==> src/design/tnl_pkg.sv <==
// Shared types, codes and sizes for the tunnel endpoint match table.
// No dependencies.
`timescale 1ns / 1ps

package tnl_pkg;

  localparam int TABLE_ENTRIES = 16;
  localparam int IDX_W = (TABLE_ENTRIES > 1) ? $clog2(TABLE_ENTRIES) : 1;

  typedef logic [1:0] kind_t;
  localparam kind_t KIND_INSERT = 2'd0;
  localparam kind_t KIND_REMOVE = 2'd1;
  localparam kind_t KIND_SET_UP = 2'd2;
  localparam kind_t KIND_LOOKUP = 2'd3;

  typedef logic [2:0] status_t;
  localparam status_t ST_OK        = 3'd0;
  localparam status_t ST_BAD_ADDR  = 3'd1;
  localparam status_t ST_LINKLOCAL = 3'd2;
  localparam status_t ST_DUP       = 3'd3;
  localparam status_t ST_FULL      = 3'd4;
  localparam status_t ST_MISS      = 3'd5;

  typedef struct packed {
    kind_t       kind;
    logic [63:0] local_hi;
    logic [63:0] local_lo;
    logic [63:0] remote_hi;
    logic [63:0] remote_lo;
    logic [31:0] iif;
    logic [3:0]  handle;
    logic        up_flag;
    status_t     pre_status;
  } cmd_t;

  typedef struct packed {
    logic [63:0] lh;
    logic [63:0] ll;
    logic [63:0] rh;
    logic [63:0] rl;
    logic [31:0] link;
  } tun_t;

  typedef struct packed {
    logic       hit;
    logic [3:0] entry;
    status_t    status;
  } res_t;

  typedef enum logic [1:0] {B_IDLE, B_SCAN, B_DRAIN, B_FIN} bstate_t;

endpackage

==> src/design/tnl_front.sv <==
// Front end: classifies an incoming item and screens insert addresses.
// Depends on tnl_pkg.
`timescale 1ns / 1ps

module tnl_front import tnl_pkg::*; (
  input  logic [1:0]  in_kind,
  input  logic [63:0] in_local_hi,
  input  logic [63:0] in_local_lo,
  input  logic [63:0] in_remote_hi,
  input  logic [63:0] in_remote_lo,
  input  logic [31:0] in_interface_index,
  input  logic [3:0]  in_handle,
  input  logic        in_up_flag,
  output cmd_t        cmd
);

  logic bad_addr;
  logic link_local;

  always_comb begin
    bad_addr = (in_local_hi == 64'd0 && in_local_lo == 64'd0) ||
               (in_remote_hi == 64'd0 && in_remote_lo == 64'd0) ||
               (in_remote_hi[63:56] == 8'hFF);
    link_local = ((in_local_hi[63:54] == 10'h3FA) || (in_remote_hi[63:54] == 10'h3FA)) &&
                 (in_interface_index == 32'd0);
    cmd.kind       = in_kind;
    cmd.local_hi   = in_local_hi;
    cmd.local_lo   = in_local_lo;
    cmd.remote_hi  = in_remote_hi;
    cmd.remote_lo  = in_remote_lo;
    cmd.iif        = in_interface_index;
    cmd.handle     = in_handle;
    cmd.up_flag    = in_up_flag;
    cmd.pre_status = ST_OK;
    if (in_kind == KIND_INSERT) begin
      if (bad_addr) begin
        cmd.pre_status = ST_BAD_ADDR;
      end else if (link_local) begin
        cmd.pre_status = ST_LINKLOCAL;
      end
    end
  end

endmodule

==> config.mk <==
export PLATFORM = sky130hd
export DESIGN_NAME = tnl_front
export DESIGN_NICKNAME = d
export VERILOG_FILES = /design/src/design/tnl_pkg.sv /design/src/design/tnl_front.sv
export SDC_FILE = /design/constraint.sdc
export NUM_CORES = 1
export LEC_CHECK = 0
export BUFFER_PORTS_ARGS = -buffer_cell sky130_fd_sc_hd__buf_2
export CAP_MARGIN = 20
export CORE_AREA = 2 2 231 233
export DETAILED_ROUTE_END_ITERATION = 16
export DIE_AREA = 0 0 233 235
export SYNTH_ARGS = -nofsm -noshare
export SYNTH_HDL_FRONTEND = slang
export SYNTH_SLANG_ARGS = --single-unit
==> constraint.sdc <==
create_clock -name vclk -period 5.4
set_clock_uncertainty 0.1 [all_clocks]
set_input_delay 1.08 -clock vclk [all_inputs]
set_output_delay 1.08 -clock vclk [all_outputs]
set_load 0.05 [all_outputs]
==> results list <==
- The count of buffers added on input and output ports is 582.
- Power spread over the standard cell area amounts to 155 nW/µm².
- The initial antenna violation count is 8.
- After detailed routing, the number of vias per cell comes to between 2 and 3.
- Critical path startpoint category: primary input
- For the finished layout, the period the worst path requires is approximately 4.8 ns.
- The number of endpoints with negative hold slack in the final report came to 0.
* Mean Syn Cell Area: ~7.3 µm²
* Storage element area: 0 µm²
* Max Fanout on Critical Path: 2
- For this block, the initial DRC count from the detailed router was 224.
- Routability congestion estimate: a little under 1
- Layout overhead on the synthesized area: 54.2%
- First-pass iteration count of the detailed router: 4
- From left edge to right edge, the die measures 233 µm.
- Dividing the detail-routed wire length by the instance count gives between 10 and 15 µm.
- Hold-fix buffers at CTS: 0
- Crit path DAT: approximately 3.6 ns
- Count leader, synth: buf_4
- Wires add up to 19100 µm.
- The internal power of the cells totals between 0.00015 and 0.0002 W.
- Vias: 3865
* Synth warnings: 0
- Class of the most critical setup path: primary input to output pin
- Minimum setup slack in the final design: 0.591 ns
- The share of total power dissipated in the clock network is 0%.
* Maximum clock frequency: 208 MHz
- Wire length of the first global-routing pass: 23700 µm
* Fraction of post-synthesis cell area in the top cell type by area: 75.9%
- Actual transition at the worst max-transition pin: about 0.8 ns
- In this run the worst hold path is classified as primary input to output pin.
* Number of ports placed on the die boundary: a little under 600
- Combinational power share: 100.0%
- Max capacitance violation total: 0
* Syn Inst Count: 404
* Sequence of cells on the critical path: buf_2 -> nor4_1 -> nand4_1 -> nor4_1 -> a22oi_1 -> a211oi_1 -> buf_2
- Worst ir drop on vdd: roughly 0.000044 V
- The analysis attributes to net switching a power of 0.000540 W.
- Leakage component of the power: 2.37 nW
- Headroom to the max-slew limit came out at 46.2%.
* Initial core utilization: 5.61%
- Floorplan row count: 84
* Placed wire-length estimate after detailed placement: 18000 µm
* Tcrit/Tclk final: 89.1%
- The worst setup path is captured at an output pin.
- The region available for standard cell placement spans 52200 µm².
- After detailed routing, the number of remaining DRC violations is 0.
- By area the synthesized netlist is led by buf_4 (76%), nor4_1 (15%), nand4_1 (4.3%), nor4_2 (2.1%), and4_1 (0.60%).
- For this run, the total global-route usage over all layers was measured as 6.07%.
- Once layout is complete, the cells apart from fillers number 1386.
- Number of global-route vias before repair: 3474
- By count the netlist is led by buf_4 (296), nor4_1 (72), nand4_1 (20).
- Sequential cells burn 0% of the power.
- Final net count: 990
* Net count after synthesis: 699
- Die area: approximately 55000 µm²
- Final hold analysis gives a worst-case slack of 2.06 ns.
- Entering global routing, the biggest net connects 5 pins.
* Final Max Tran Viols: 0
- Synth area leader: buf_4
- Clock buffer count in the final layout: 0
- Gates resized, CTS repair: 0
* Unrepaired setup endpoints after global routing: false
- For this run, the slowest stage of the critical path takes 0.77 ns.
- From bottom edge to top edge, the die measures between 200 and 250 µm.
* Cell with the biggest individual delay on the critical path: nor4_1
- Global route overflow: 0
- Post CTS Setup Buffer Count: 0
* Fraction of power spent switching nets: a little under 80%
* Num sequential: 0
- Setup violations remaining at the end of the flow were counted as 0.
- OpenSTA, run right after detailed placement, puts the worst setup slack at 0.236 ns.
* Fraction of final layout cells with drive strength greater than 1: 85.1%
- Counting distinct cell types in the post-synthesis netlist gives 13.
- Seq/Total Area, Yosys: 0%
- The run finished with clean final reports.
* Antenna Nets Post-Route: 0
* Placed insts: 1381
* Data required time of the worst path: 4.22 ns
* Synthesized cell area: 2930 µm²
- Setup TNS: 0 ns
## final timing paths
path	startpoint	endpoint	slack [ns]	cells after the start
setup / recovery	in_remote_hi[19]	cmd[0]	0.59	7
hold / removal	in_handle[0]	cmd[4]	2.06	0
## critical path: cells and delay by family
kind                   cells  cell delay [ns]
buffers and inverters      2             0.44
AOI/OAI and AO/OA          2             0.70
and+or+nand+nor            3             1.40
## routing by layer
layer	track usage (%)	vias to the layer above	wire length (µm)
li1	-	1721	-
met1	6.71	1732	6830
met2	11.6	378	9590
met3	0.850	32	1950
met4	2.26	2	746
met5	0	-	13
## cell usage in the layout (no fill, tap or decap)
cell,instances
a211oi_1,1
a22oi_1,1
a31o_1,1
and4_1,2
buf_2,582
buf_4,3
conb_1,1
diode_2,5
nand2_1,1
nand3_1,1
nand4_1,20
nor2_1,2
nor4_1,72
nor4_2,5
or4_1,1
## area by class of cell
type | count | area (µm²)
well taps | 688 | 861
multi-input cells | 108 | 707
repair buffers | 585 | 2940
diodes | 5 | 12.5
fillers | 6169 | 47700
## through the flow
step                      cell area (µm²)  utilization [%]  power (W)
final                                4520             8.64   0.000698
after global routing                 4510             8.63   0.000725
after CTS                            4500             8.62   0.000699
after detailed placement             4500             8.62   0.000698
after global placement               4500             8.62   0.000699
after floorplan                      2930                -   0.000602
## cells by family after synthesis
group / count (synthesis) / synth area share (%)
compound gates: 3 / 0.812
buf+inv: 296 / 75.9
other cells: 1 / 0.128
simple gates: 104 / 23.2
## power by group through the flow
| stage | clock network (W) | registers (W) | logic [W] |
|---|---|---|---|
| 2_1_floorplan | 0 | 0 | 0.000602 |
| 3_3_place_gp | 0 | 0 | 0.000699 |
| 3_5_place_dp | 0 | 0 | 0.000698 |
| 4_1_cts | 0 | 0 | 0.000699 |
| 5_1_grt | 0.0000000000496 | 0 | 0.000725 |
| 6_report | 0.000000000112 | 0 | 0.000698 |
Note: power is estimated with default switching activity, not from simulation.
