<file path="config.mk">
export PLATFORM = sky130hd
export DESIGN_NAME = tnl_cmdq
export DESIGN_NICKNAME = d
export VERILOG_FILES = /design/src/design/tnl_pkg.sv /design/src/design/tnl_cmdq.sv
export SDC_FILE = /design/constraint.sdc
export NUM_CORES = 1
export LEC_CHECK = 0
export BUFFER_PORTS_ARGS = -buffer_cell sky130_fd_sc_hd__buf_4
export CAP_MARGIN = 0
export CORE_MARGIN = 1
export CORE_UTILIZATION = 30
export DETAILED_ROUTE_END_ITERATION = 8
export PLACE_DENSITY = 0.62
export SLEW_MARGIN = 25
export SYNTH_ARGS = -nofsm -noshare
export SYNTH_HDL_FRONTEND = slang
export SYNTH_SLANG_ARGS = --single-unit
</file>
<file path="constraint.sdc">
create_clock -name clk -period 30.9 [get_ports clk]
set_clock_uncertainty 0.1 [all_clocks]
set_input_delay 1.545 -clock clk [delete_from_list [all_inputs] [get_ports clk]]
set_output_delay 1.545 -clock clk [all_outputs]
set_load 0.01 [all_outputs]
</file>
<file path="src/design/tnl_pkg.sv">
// Shared types, codes and sizes for the tunnel endpoint match table.
// No dependencies.
`timescale 1ns / 1ps

package tnl_pkg;

  localparam int TABLE_ENTRIES = 16;
  localparam int IDX_W = (TABLE_ENTRIES > 1) ? $clog2(TABLE_ENTRIES) : 1;

  typedef logic [1:0] kind_t;
  localparam kind_t KIND_INSERT = 2'd0;
  localparam kind_t KIND_REMOVE = 2'd1;
  localparam kind_t KIND_SET_UP = 2'd2;
  localparam kind_t KIND_LOOKUP = 2'd3;

  typedef logic [2:0] status_t;
  localparam status_t ST_OK        = 3'd0;
  localparam status_t ST_BAD_ADDR  = 3'd1;
  localparam status_t ST_LINKLOCAL = 3'd2;
  localparam status_t ST_DUP       = 3'd3;
  localparam status_t ST_FULL      = 3'd4;
  localparam status_t ST_MISS      = 3'd5;

  typedef struct packed {
    kind_t       kind;
    logic [63:0] local_hi;
    logic [63:0] local_lo;
    logic [63:0] remote_hi;
    logic [63:0] remote_lo;
    logic [31:0] iif;
    logic [3:0]  handle;
    logic        up_flag;
    status_t     pre_status;
  } cmd_t;

  typedef struct packed {
    logic [63:0] lh;
    logic [63:0] ll;
    logic [63:0] rh;
    logic [63:0] rl;
    logic [31:0] link;
  } tun_t;

  typedef struct packed {
    logic       hit;
    logic [3:0] entry;
    status_t    status;
  } res_t;

  typedef enum logic [1:0] {B_IDLE, B_SCAN, B_DRAIN, B_FIN} bstate_t;

endpackage

</file>
<file path="src/design/tnl_cmdq.sv">
// Two-deep command queue between front end and table engine.
// Depends on tnl_pkg.
`timescale 1ns / 1ps

module tnl_cmdq import tnl_pkg::*; (
  input  logic clk,
  input  logic rst_n,
  input  logic push,
  input  cmd_t wdata,
  output logic full,
  input  logic pop,
  output logic empty,
  output cmd_t rdata
);

  cmd_t       mem [2];
  logic       wp_r;
  logic       rp_r;
  logic [1:0] cnt_r;

  assign full  = (cnt_r == 2'd2);
  assign empty = (cnt_r == 2'd0);
  assign rdata = mem[rp_r];

  always_ff @(posedge clk) begin
    if (push) begin
      mem[wp_r] <= wdata;
    end
  end

  always_ff @(posedge clk) begin
    if (!rst_n) begin
      wp_r  <= 1'b0;
      rp_r  <= 1'b0;
      cnt_r <= 2'd0;
    end else begin
      if (push) begin
        wp_r <= ~wp_r;
      end
      if (pop) begin
        rp_r <= ~rp_r;
      end
      case ({push, pop})
        2'b10:   cnt_r <= cnt_r + 2'd1;
        2'b01:   cnt_r <= cnt_r - 2'd1;
        default: cnt_r <= cnt_r;
      endcase
    end
  end

endmodule

</file>
==> flow_summary_export.csv, run 1 <==
group,metric,value,unit
power,p_sw_frac,0.216,
synth,synth_seq_cells,601,
critical_path,worst_setup_path_end_kind,"output port",
route,vias,11172,
critical_path,critPathMaxFanout,54,
cells_and_area,drive_gt1_frac,0.611,
critical_path,critical_path_class,"flop to output port",
route,dr.first_iter.drc_count,531,
placement,hpwl,34500,um
cts,ctsHoldBuffers,0,
route,drc,0,
power,comb_power_share,0.124,
power,p_clk_frac,0.374,
route,drtAntennaViolNets,0,
sta,finalMaxSlewViolations,0,
route,wl,49500,um
cts,cts_setup_buffers,0,
synth,synth.cell_area,0.0226,mm2
power,p_leak,11.5,nW
sta,whs,403,ps
critical_path,required,29260,ps
cells_and_area,areaGrowthSynthToFinish,33.2,%
die,start_util,0.303,
cts,cts_buffer_depth,3,
critical_path,start_kind,"flop",
power,power_density,63.4,mW/mm2
critical_path,cp.arrival,3820,ps
sta,max_slew_margin,0.317,
cts,clk_latency,610,ps
cells_and_area,final_cells,2614,
placement,port_buffers,601,
route,first_pass_iters,4,
cts,cts_resized,0,
cells_and_area,nets,1897,
die,die_area,0.0763,mm2
sta,setup_viol,0,
route,wl_per_cell,18.9,um
die,coreArea,0.0744,mm2
cts,cts_max_level,2,
run,cap_violations,0,
placement,place_area,0.0281,mm2
power,peakVddDrop,41.6,uV
die,die_w,276,um
sta,tightest_slew,1020,ps
sta,timing.final.crit_share,0.177,
power,p_switching,412,uW
sta,setup_tns,0,ps
die,num_rows,100,
synth,ys_seq_area_frac,0.798,
global_route,track_usage,0.126,
power,power_frac_seq,0.502,
global_route,grt_first_pass_wirelength,73300,um
route,vias_per_cell,4.27,
synth,syn-num-nets,1252,
cts,clkSinkCount,601,
die,ioPinCount,602,
global_route,antenna_found_initial,2,
sta,hold_viol,0,
global_route,grt_max_degree,71,
synth,yosys_warnings,0,
placement,gp_congestion,0.774,
worst_hold_path,holdCritPathClass,"flop to flop",
synth,syn_inst,949,
sta,period_minus_slack,5470,ps
global_route,grt-ovfl-total,0,
cts,cts_root_buf,"clkbuf_16",
sta,grt_setup_unrepaired,"no",
sta,clock.fmax,0.183,GHz
outcome,outcome,"finished, final reports clean",
cts,cts_made_buffers,61,
global_route,grt_pass1_vias,12067,
cts,cts_tree,"yes",
synth,avgSynthCellArea,23.8,um2
cts,clk_pin_slew,60,ps
placement,dpl.cell_count,2500,
synth,synth_cell_types,18,
die,die_h,276,um
power,fin_total_pwr,1.91,mW
power,internal_power,1.49,mW
cells_and_area,final_area,0.0300,mm2
## layout make-up
cell class | count | area, um2
Clock buffer | 74 | 1610
Fill cell | 6709 | 44400
Tap cell | 969 | 1210
Multi-Input combinational cell | 314 | 4230
Inverter | 1 | 3.75
Sequential cell | 601 | 18000
Clock inverter | 39 | 350
Antenna cell | 1 | 2.50
Timing Repair Buffer | 615 | 4630
## Yosys cell counts
cell type,n,share of area
buf_6,26,0.013
mux2_2,97,0.048
o21ai_0,1,0.00022
edfxtp_1,596,0.79
buf_2,7,0.0016
and2b_1,1,0.00033
inv_1,1,0.00017
nor2_1,2,0.00033
dfxtp_1,5,0.0044
a21boi_1,1,0.00033
mux2_4,201,0.13
ha_1,1,0.00055
nor2b_1,1,0.00028
o21a_1,1,0.00033
xor2_1,1,0.00039
and2_1,4,0.0011
xnor2_1,2,0.00078
or3_1,1,0.00028
## sequential cells by signal, indices dropped and copies added (netlist names), named ones only
signal	cells
mem	596
wp_r	1
cnt_r	2
rp_r	1
## layout by cell type (no fill, tap or decap), types with 2 or more instances in the layout
cell type,instances
and2_1,3
clkinv_1,14
xnor2_1,2
edfxtp_1,596
clkinvlp_4,3
clkbuf_16,62
dfxtp_1,4
clkbuf_1,11
buf_4,613
mux2_2,97
bufinv_16,6
clkinv_2,14
mux2_4,201
## cell families (layout without fill, tap and decap cells)
| logic type | after synthesis | in the layout | share of synthesized area |
|---|---|---|---|
| flops | 601 | 601 | 0.798 |
| other cells | 0 | 1 | 0 |
| compound gates | 3 | 3 | 0.000888 |
| mux | 298 | 298 | 0.182 |
| xor+xnor | 3 | 3 | 0.00117 |
| simple gates | 9 | 9 | 0.00233 |
| buf+inv | 34 | 729 | 0.0147 |
| fa+ha+maj | 1 | 1 | 0.000555 |
## through the flow
step | util | setup WS [ps]
finish | 0.404 | 25430
global placement | 0.377 | 25540
CTS | 0.403 | 25350
floorplan | - | 15650
detailed placement | 0.377 | 25780
global route | 0.404 | 25230
## power by group through the flow
stage / Clock, mW / Combinational, mW / Sequential, mW
after detailed placement: 0 / 0.240 / 0.974
final: 0.713 / 0.236 / 0.956
after floorplan: 0 / 0.125 / 0.984
after global placement: 0 / 0.235 / 0.974
after CTS: 0.736 / 0.241 / 0.957
after global routing: 0.765 / 0.251 / 0.960
## worst paths after layout
kind | slack [ps] | from | to | cells past startpoint
setup / recovery | 25430 | flop | rdata[170] | 4
hold / removal | 400 | cnt_r[1]$_SDFFE_PN0P_ | cnt_r[1]$_SDFFE_PN0P_ | 2
setup reg to reg | 27230 | wp_r$_SDFFE_PN0P_ | mem[0][170]$_DFFE_PP_ | 4
hold reg to reg | 400 | cnt_r[1]$_SDFFE_PN0P_ | cnt_r[1]$_SDFFE_PN0P_ | 2
## layer usage
layer	wire length, um	global-route usage	share of wire	vias up
met5	9	0	0.00018	-
met2	25900	0.228	0.52	406
li1	-	-	-	5094
met4	1480	0.0443	0.030	2
met1	17800	0.132	0.36	5580
met3	4240	0.0482	0.086	90
## worst max-delay path: stages (launching register included)
cell and delay [ps]:
dfxtp_4 810, buf_4 890, buf_4 850, mux2_4 360
buf_4 140
Note: power is estimated with default switching activity, not from simulation.
==> run 2: changes to the inputs <==
==> constraint.sdc (replaced) <==
create_clock -name clk -period 5.6 [get_ports clk]
set_clock_uncertainty 0.1 [all_clocks]
set_input_delay 0.28 -clock clk [delete_from_list [all_inputs] [get_ports clk]]
set_output_delay 0.28 -clock clk [all_outputs]
set_load 0.01 [all_outputs]
==> run 2 against run 1 <==
Compared with the run above: total power increased to 5.9 times the previous value; first-iteration DRC count increased by 27%; hold slack got worse by 170 ps; global-route usage rose by 0.87 points; via count grew 11%; non-clock buffer count up 297; wire length rose by 6.4%; combinational power rose to 6.4 times the previous value; setup slack worse by 23000 ps; clock power grew to 6.3 times the previous value; sequential power rose to 5.5 times the previous value.
==> flow_summary_export.csv, run 2 (synthesis gave the netlist of run 1 again) <==
group,metric,value,unit
power,internal_power,8.76,mW
global_route,grt_first_pass_wirelength,78800,um
route,dr.first_iter.drc_count,673,
global_route,use_met1,0.147,
global_route,grt-ovfl-total,0,
die,die_w,276,um
sta,setup_viol,0,
cts,clk_pin_slew,60,ps
route,wl_per_cell,18.0,um
die,coreArea,0.0744,mm2
sta,clock.fmax,0.348,GHz
cells_and_area,areaGrowthSynthToFinish,48.2,%
placement,hpwl,33900,um
power,p_switching,2.47,mW
placement,gp_congestion,0.800,
sta,period_minus_slack,2880,ps
cells_and_area,final_area,0.0334,mm2
global_route,track_usage,0.134,
sta,setup_tns,0,ps
route,drc,0,
sta,timing.final.crit_share,0.514,
global_route,antenna_found_initial,5,
cells_and_area,mostFrequentLayoutCell,"buf_4",
power,power_frac_seq,0.470,
global_route,globalRoute.busiestLayer,"met2",
cts,cts_max_level,3,
critical_path,cp.arrival,2500,ps
power,peakVddDrop,283,uV
cells_and_area,fill_cells,6316,
critical_path,critical_path_class,"flop to output port",
critical_path,start_kind,"flop",
route,vias,12390,
cells_and_area,largest_reg_flops,596,
cts,cts_tree,"yes",
sta,grt_setup_unrepaired,"no",
critical_path,worst_setup_path_end_kind,"output port",
cts,cts_made_buffers,69,
sta,setup_ws,2720,ps
global_route,use_met3,0.0467,
placement,port_buffers,601,
route,wl,52700,um
cts,cts_setup_buffers,0,
cts,clkSinkCount,601,
placement,place_area,0.0281,mm2
power,p_sw_frac,0.220,
die,start_util,0.303,
sta,hold_viol,0,
die,die_h,276,um
sta,finalMaxSlewViolations,0,
cells_and_area,multiInputGateArea,0.00423,mm2
cells_and_area,drive_gt1_frac,0.517,
global_route,grt_max_degree,143,
cts,cts_buffer_depth,3,
cts,cts_root_buf,"clkbuf_16",
die,num_rows,100,
route,first_pass_iters,4,
run,cap_violations,0,
global_route,grtUsageMet2,0.236,
power,p_leak,12.9,nW
power,comb_power_share,0.133,
worst_hold_path,holdCritPathClass,"input pin to flop",
power,power_density,336,mW/mm2
cells_and_area,regMostFlops,"mem",
die,ioPinCount,602,
critical_path,critPathMaxFanout,95,
cells_and_area,nets,2202,
cts,cts_resized,0,
placement,pre_cts_ws,3310,ps
global_route,grt_pass1_vias,13582,
cells_and_area,reg_top3,"mem (596), cnt_r (2)",
sta,tightest_slew,1050,ps
cells_and_area,seq_area,0.0180,mm2
cells_and_area,layout_common_cells,"buf_4 (605), edfxtp_1 (596), dlygate4sd3_1 (301)",
power,p_clk_frac,0.397,
die,die_area,0.0763,mm2
route,drtAntennaViolNets,0,
cts,clk_latency,580,ps
outcome,outcome,"finished, final reports clean",
sta,max_slew_margin,0.301,
critical_path,required,5220,ps
route,vias_per_cell,4.23,
## run 2: cell count changes in the layout (fill, tap and decap cells not counted), sizes merged
| cell | change |
|---|---|
| dlygate4sd3 | +301 |
| clkbuf | +16 |
| clkinv | -6 |
| buf | -4 |
| inv | +4 |
| bufinv | +1 |
| diode | +1 |
## run 2: stage by stage
step | utilization | hold slack (ps) | total power, mW | std cells
3_3_place_gp | 0.378 | 365 | 6.67 | 2496
4_1_cts | 0.449 | 181 | 11.4 | 2925
5_1_grt | 0.449 | 244 | 11.6 | 2927
3_5_place_dp | 0.378 | 368 | 6.70 | 2496
6_report | 0.449 | 237 | 11.2 | 2927
2_1_floorplan | - | 279 | 6.06 | 949
## run 2: path summary, 6_finish.rpt
path,slack [ps],cells past startpoint,startpoint,to
setup / recovery,2720,3,flop,rdata[111]
hold / removal,240,5,push,cnt_r[1]$_SDFFE_PN0P_
setup reg to reg,3300,2,wp_r$_SDFFE_PN0P_,mem[1][211]$_DFFE_PP_
hold reg to reg,430,2,cnt_r[1]$_SDFFE_PN0P_,cnt_r[1]$_SDFFE_PN0P_
## run 2: power by group through the flow
stage                     clock, mW  combinational, mW  sequential, mW
after floorplan                   0              0.691            5.37
after global placement            0               1.31            5.36
after detailed placement          0               1.33            5.37
after CTS                      4.61               1.52            5.28
after global routing           4.76               1.59            5.29
final                          4.46               1.50            5.28
## run 2: worst max-delay path, cell delays in order (launching register included)
cell     delay [ps]
dfxtp_4         640
buf_12          470
mux2_4          360
buf_4           150
## run 2: cell type report
cell class / instances / share of cell area
antenna: 2 / 0.000150
clock buffer: 90 / 0.0553
sequential: 601 / 0.539
clock inverter: 38 / 0.0131
inverter: 1 / 0.000112
multi-input combinational: 314 / 0.127
timing repair buffer: 912 / 0.230
tap: 969 / 0.0363
## run 2: layer usage
metal,wire [um],vias up,part of all wire
met3,3940,89,0.075
met2,27200,458,0.52
met1,19900,6131,0.38
li1,-,5706,-
met5,41,-,0.00078
met4,1570,6,0.030
## run 2: timing repair
item	4_1_cts	5_1_grt
hold endpoints to repair	601	0
endpoints found under the setup margin	0	0
hold buffers	301	0
==> run 3: changes to the inputs <==
--- a/config.mk
+++ b/config.mk
@@ -5,12 +5,13 @@
 export SDC_FILE = /design/constraint.sdc
 export NUM_CORES = 1
 export LEC_CHECK = 0
+export ABC_AREA = 1
 export BUFFER_PORTS_ARGS = -buffer_cell sky130_fd_sc_hd__buf_4
 export CAP_MARGIN = 0
 export CORE_MARGIN = 1
 export CORE_UTILIZATION = 30
 export DETAILED_ROUTE_END_ITERATION = 8
-export PLACE_DENSITY = 0.62
+export PLACE_DENSITY = 0.64
 export SLEW_MARGIN = 25
 export SYNTH_ARGS = -nofsm -noshare
 export SYNTH_HDL_FRONTEND = slang
==> constraint.sdc (replaced) <==
create_clock -name clk -period 2.51 [get_ports clk]
set_clock_uncertainty 0.1 [all_clocks]
set_input_delay 0.1255 -clock clk [delete_from_list [all_inputs] [get_ports clk]]
set_output_delay 0.1255 -clock clk [all_outputs]
set_load 0.01 [all_outputs]
==> run 3 against run 2 <==
Compared with the run above: global-route usage increased by 0.39 points; wire length is 3.1% higher; sequential power increased by 120%; cell count up 1.2%; first-iteration DRC count decreased by 28%; critical path type unchanged.
==> flow_summary_export.csv, run 3 <==
group,metric,value,unit
die,ioPinCount,602,
synth,synth_most_common_cell,"edfxtp_1",
route,vias_per_cell,4.26,
synth,ys.flop_type,"edfxtp_1",
critical_path,start_kind,"flop",
cells_and_area,nets,2246,
power,fin_total_pwr,23.5,mW
cts,cts_buffer_depth,3,
critical_path,cp_cell_sequence,"buf_12 > buf_4 > mux2_2 > buf_4",
sta,period_minus_slack,2410,ps
sta,setup_ws,104,ps
route,dr.first_iter.drc_count,483,
route,wl_per_cell,18.3,um
route,wl,54300,um
synth,synth_top_cell_by_area,"edfxtp_1",
route,vias,12628,
cells_and_area,drive_gt1_frac,0.518,
die,die_w,276,um
synth,synth_edf_count,596,
critical_path,critical_path_class,"flop to output port",
cells_and_area,reg_top3,"mem (596), cnt_r (2)",
synth,syn-num-nets,1265,
cts,cts_root_buf,"clkbuf_16",
synth,synthTopCellsByCount,"edfxtp_1 (596), mux2_4 (201), mux2_2 (97)",
sta,hold_viol,0,
power,p_leak,13.0,nW
critical_path,worst_setup_path_end_kind,"output port",
synth,yosys_warnings,0,
placement,pre_cts_ws,693,ps
critical_path,required,2280,ps
outcome,outcome,"finished, final reports clean",
worst_hold_path,holdCritPathClass,"input pin to flop",
cells_and_area,final_area,0.0335,mm2
die,coreArea,0.0744,mm2
global_route,grt-ovfl-total,0,
route,drtAntennaViolNets,0,
die,num_rows,100,
sta,tightest_slew,559,ps
die,die_h,276,um
synth,avgSynthCellArea,23.5,um2
sta,setup_tns,0,ps
synth,yosysTopAreaCellShare,0.793,
global_route,grt_max_degree,69,
synth,synth.cell_area,0.0226,mm2
placement,gp_congestion,0.787,
critical_path,critPathMaxFanout,31,
sta,clock.fmax,0.416,GHz
critical_path,crit_path_max_incr_delay,450,ps
cts,cts_made_buffers,61,
sta,max_slew_margin,0.627,
sta,setup_viol,0,
route,first_pass_iters,4,
global_route,antenna_found_initial,3,
cts,clkSinkCount,601,
die,die_area,0.0763,mm2
critical_path,cp.arrival,2180,ps
cts,cts_max_level,2,
placement,port_buffers,601,
global_route,grt_first_pass_wirelength,81500,um
cells_and_area,layout_common_cells,"buf_4 (631), edfxtp_1 (596), dlygate4sd3_1 (304)",
cells_and_area,regMostFlops,"mem",
synth,synth_cell_types,13,
worst_hold_path,hold_start,"wdata[6]",
cells_and_area,areaGrowthSynthToFinish,48.3,%
synth,syn_inst,962,
synth,synth_seq_cells,601,
synth,synth_area_leaders,"edfxtp_1 (79%), mux2_4 (13%), mux2_2 (4.8%)",
placement,hpwl,37300,um
placement,place_area,0.0285,mm2
power,power_density,703,mW/mm2
sta,whs,142,ps
power,peakVddDrop,472,uV
die,start_util,0.303,
synth,ys_seq_area_frac,0.798,
critical_path,cp_common_cell,"buf_4",
cells_and_area,mostFrequentLayoutCell,"buf_4",
global_route,grt_pass1_vias,13995,
critical_path,worstReg2RegStart,"cnt_r[0]$_SDFFE_PN0P_",
cts,clk_pin_slew,60,ps
cts,cts_tree,"yes",
sta,timing.final.crit_share,0.959,
cells_and_area,largest_reg_flops,596,
sta,finalMaxSlewViolations,0,
critical_path,crit_slowest_cell,"dfxtp_4",
sta,grt_setup_unrepaired,"no",
cts,clk_latency,600,ps
run,cap_violations,0,
global_route,track_usage,0.138,
route,drc,0,
synth,async_flop_share,0,
## run 3: final timing paths
path	end	slack (ps)	cells past startpoint
worst min register to register	rp_r$_SDFFE_PN0P_	420	2
worst max-delay path	rdata[60]	100	4
worst max register to register	cnt_r[1]$_SDFFE_PN0P_	460	7
worst min-delay path	mem[1][6]$_DFFE_PP_	140	2
## run 3: worst max-delay path: cells and delay by family, from the launching register on
kind / cells / cell delay (ps)
flops: 1 / 450
buf+inv: 3 / 700
mux: 1 / 370
## run 3: cells by family (layout without fill, tap and decap cells)
logic type | after synthesis | after routing | share of synthesized area
other | 0 | 2 | 0
buffers and inverters | 39 | 1069 | 0.0155
DFF | 601 | 601 | 0.798
adders and majority gates | 1 | 1 | 0.000554
muxes | 298 | 298 | 0.182
AOI/OAI and AO/OA | 2 | 2 | 0.000443
and+or+nand+nor | 21 | 21 | 0.00360
## run 3: layout make-up
cell class              count  area, um2
clock buffers              71       1560
fillers                  6271      41000
repair buffers            951       8100
flip-flops and latches    601      18000
well taps                 969       1210
clock inverters            41        329
inverters                   6       26.3
diodes                      2       5.00
multi-input cells         322       4220
## run 3: through the flow
stage | utilization | instances
after floorplan | - | 962
after global placement | 0.383 | 2545
after detailed placement | 0.383 | 2545
after CTS | 0.449 | 2961
after global routing | 0.449 | 2963
final | 0.449 | 2963
## run 3: timing repair
action / CTS / global route
hold endpoints to repair: 602 / 0
hold buffers: 304 / 0
gates resized for setup: 0 / 2
endpoints found under the setup margin: 0 / 17
buffers inserted: 0 / 0
## run 3: routing by layer
metal / share of wire / track usage / wire [um] / up-vias
li1: - / - / - / 5802
met1: 0.39 / 0.158 / 21200 / 6273
met2: 0.52 / 0.246 / 28000 / 449
met3: 0.061 / 0.0379 / 3310 / 104
met4: 0.034 / 0.0534 / 1830 / 0
met5: 0 / 0 / 0 / -
## run 3: power by group
group / total [mW] / internal (mW) / switching [mW]
Combinational: 3.17 / 1.82 / 1.35
Sequential: 11.8 / 11.6 / 0.132
Clock: 8.57 / 4.94 / 3.63
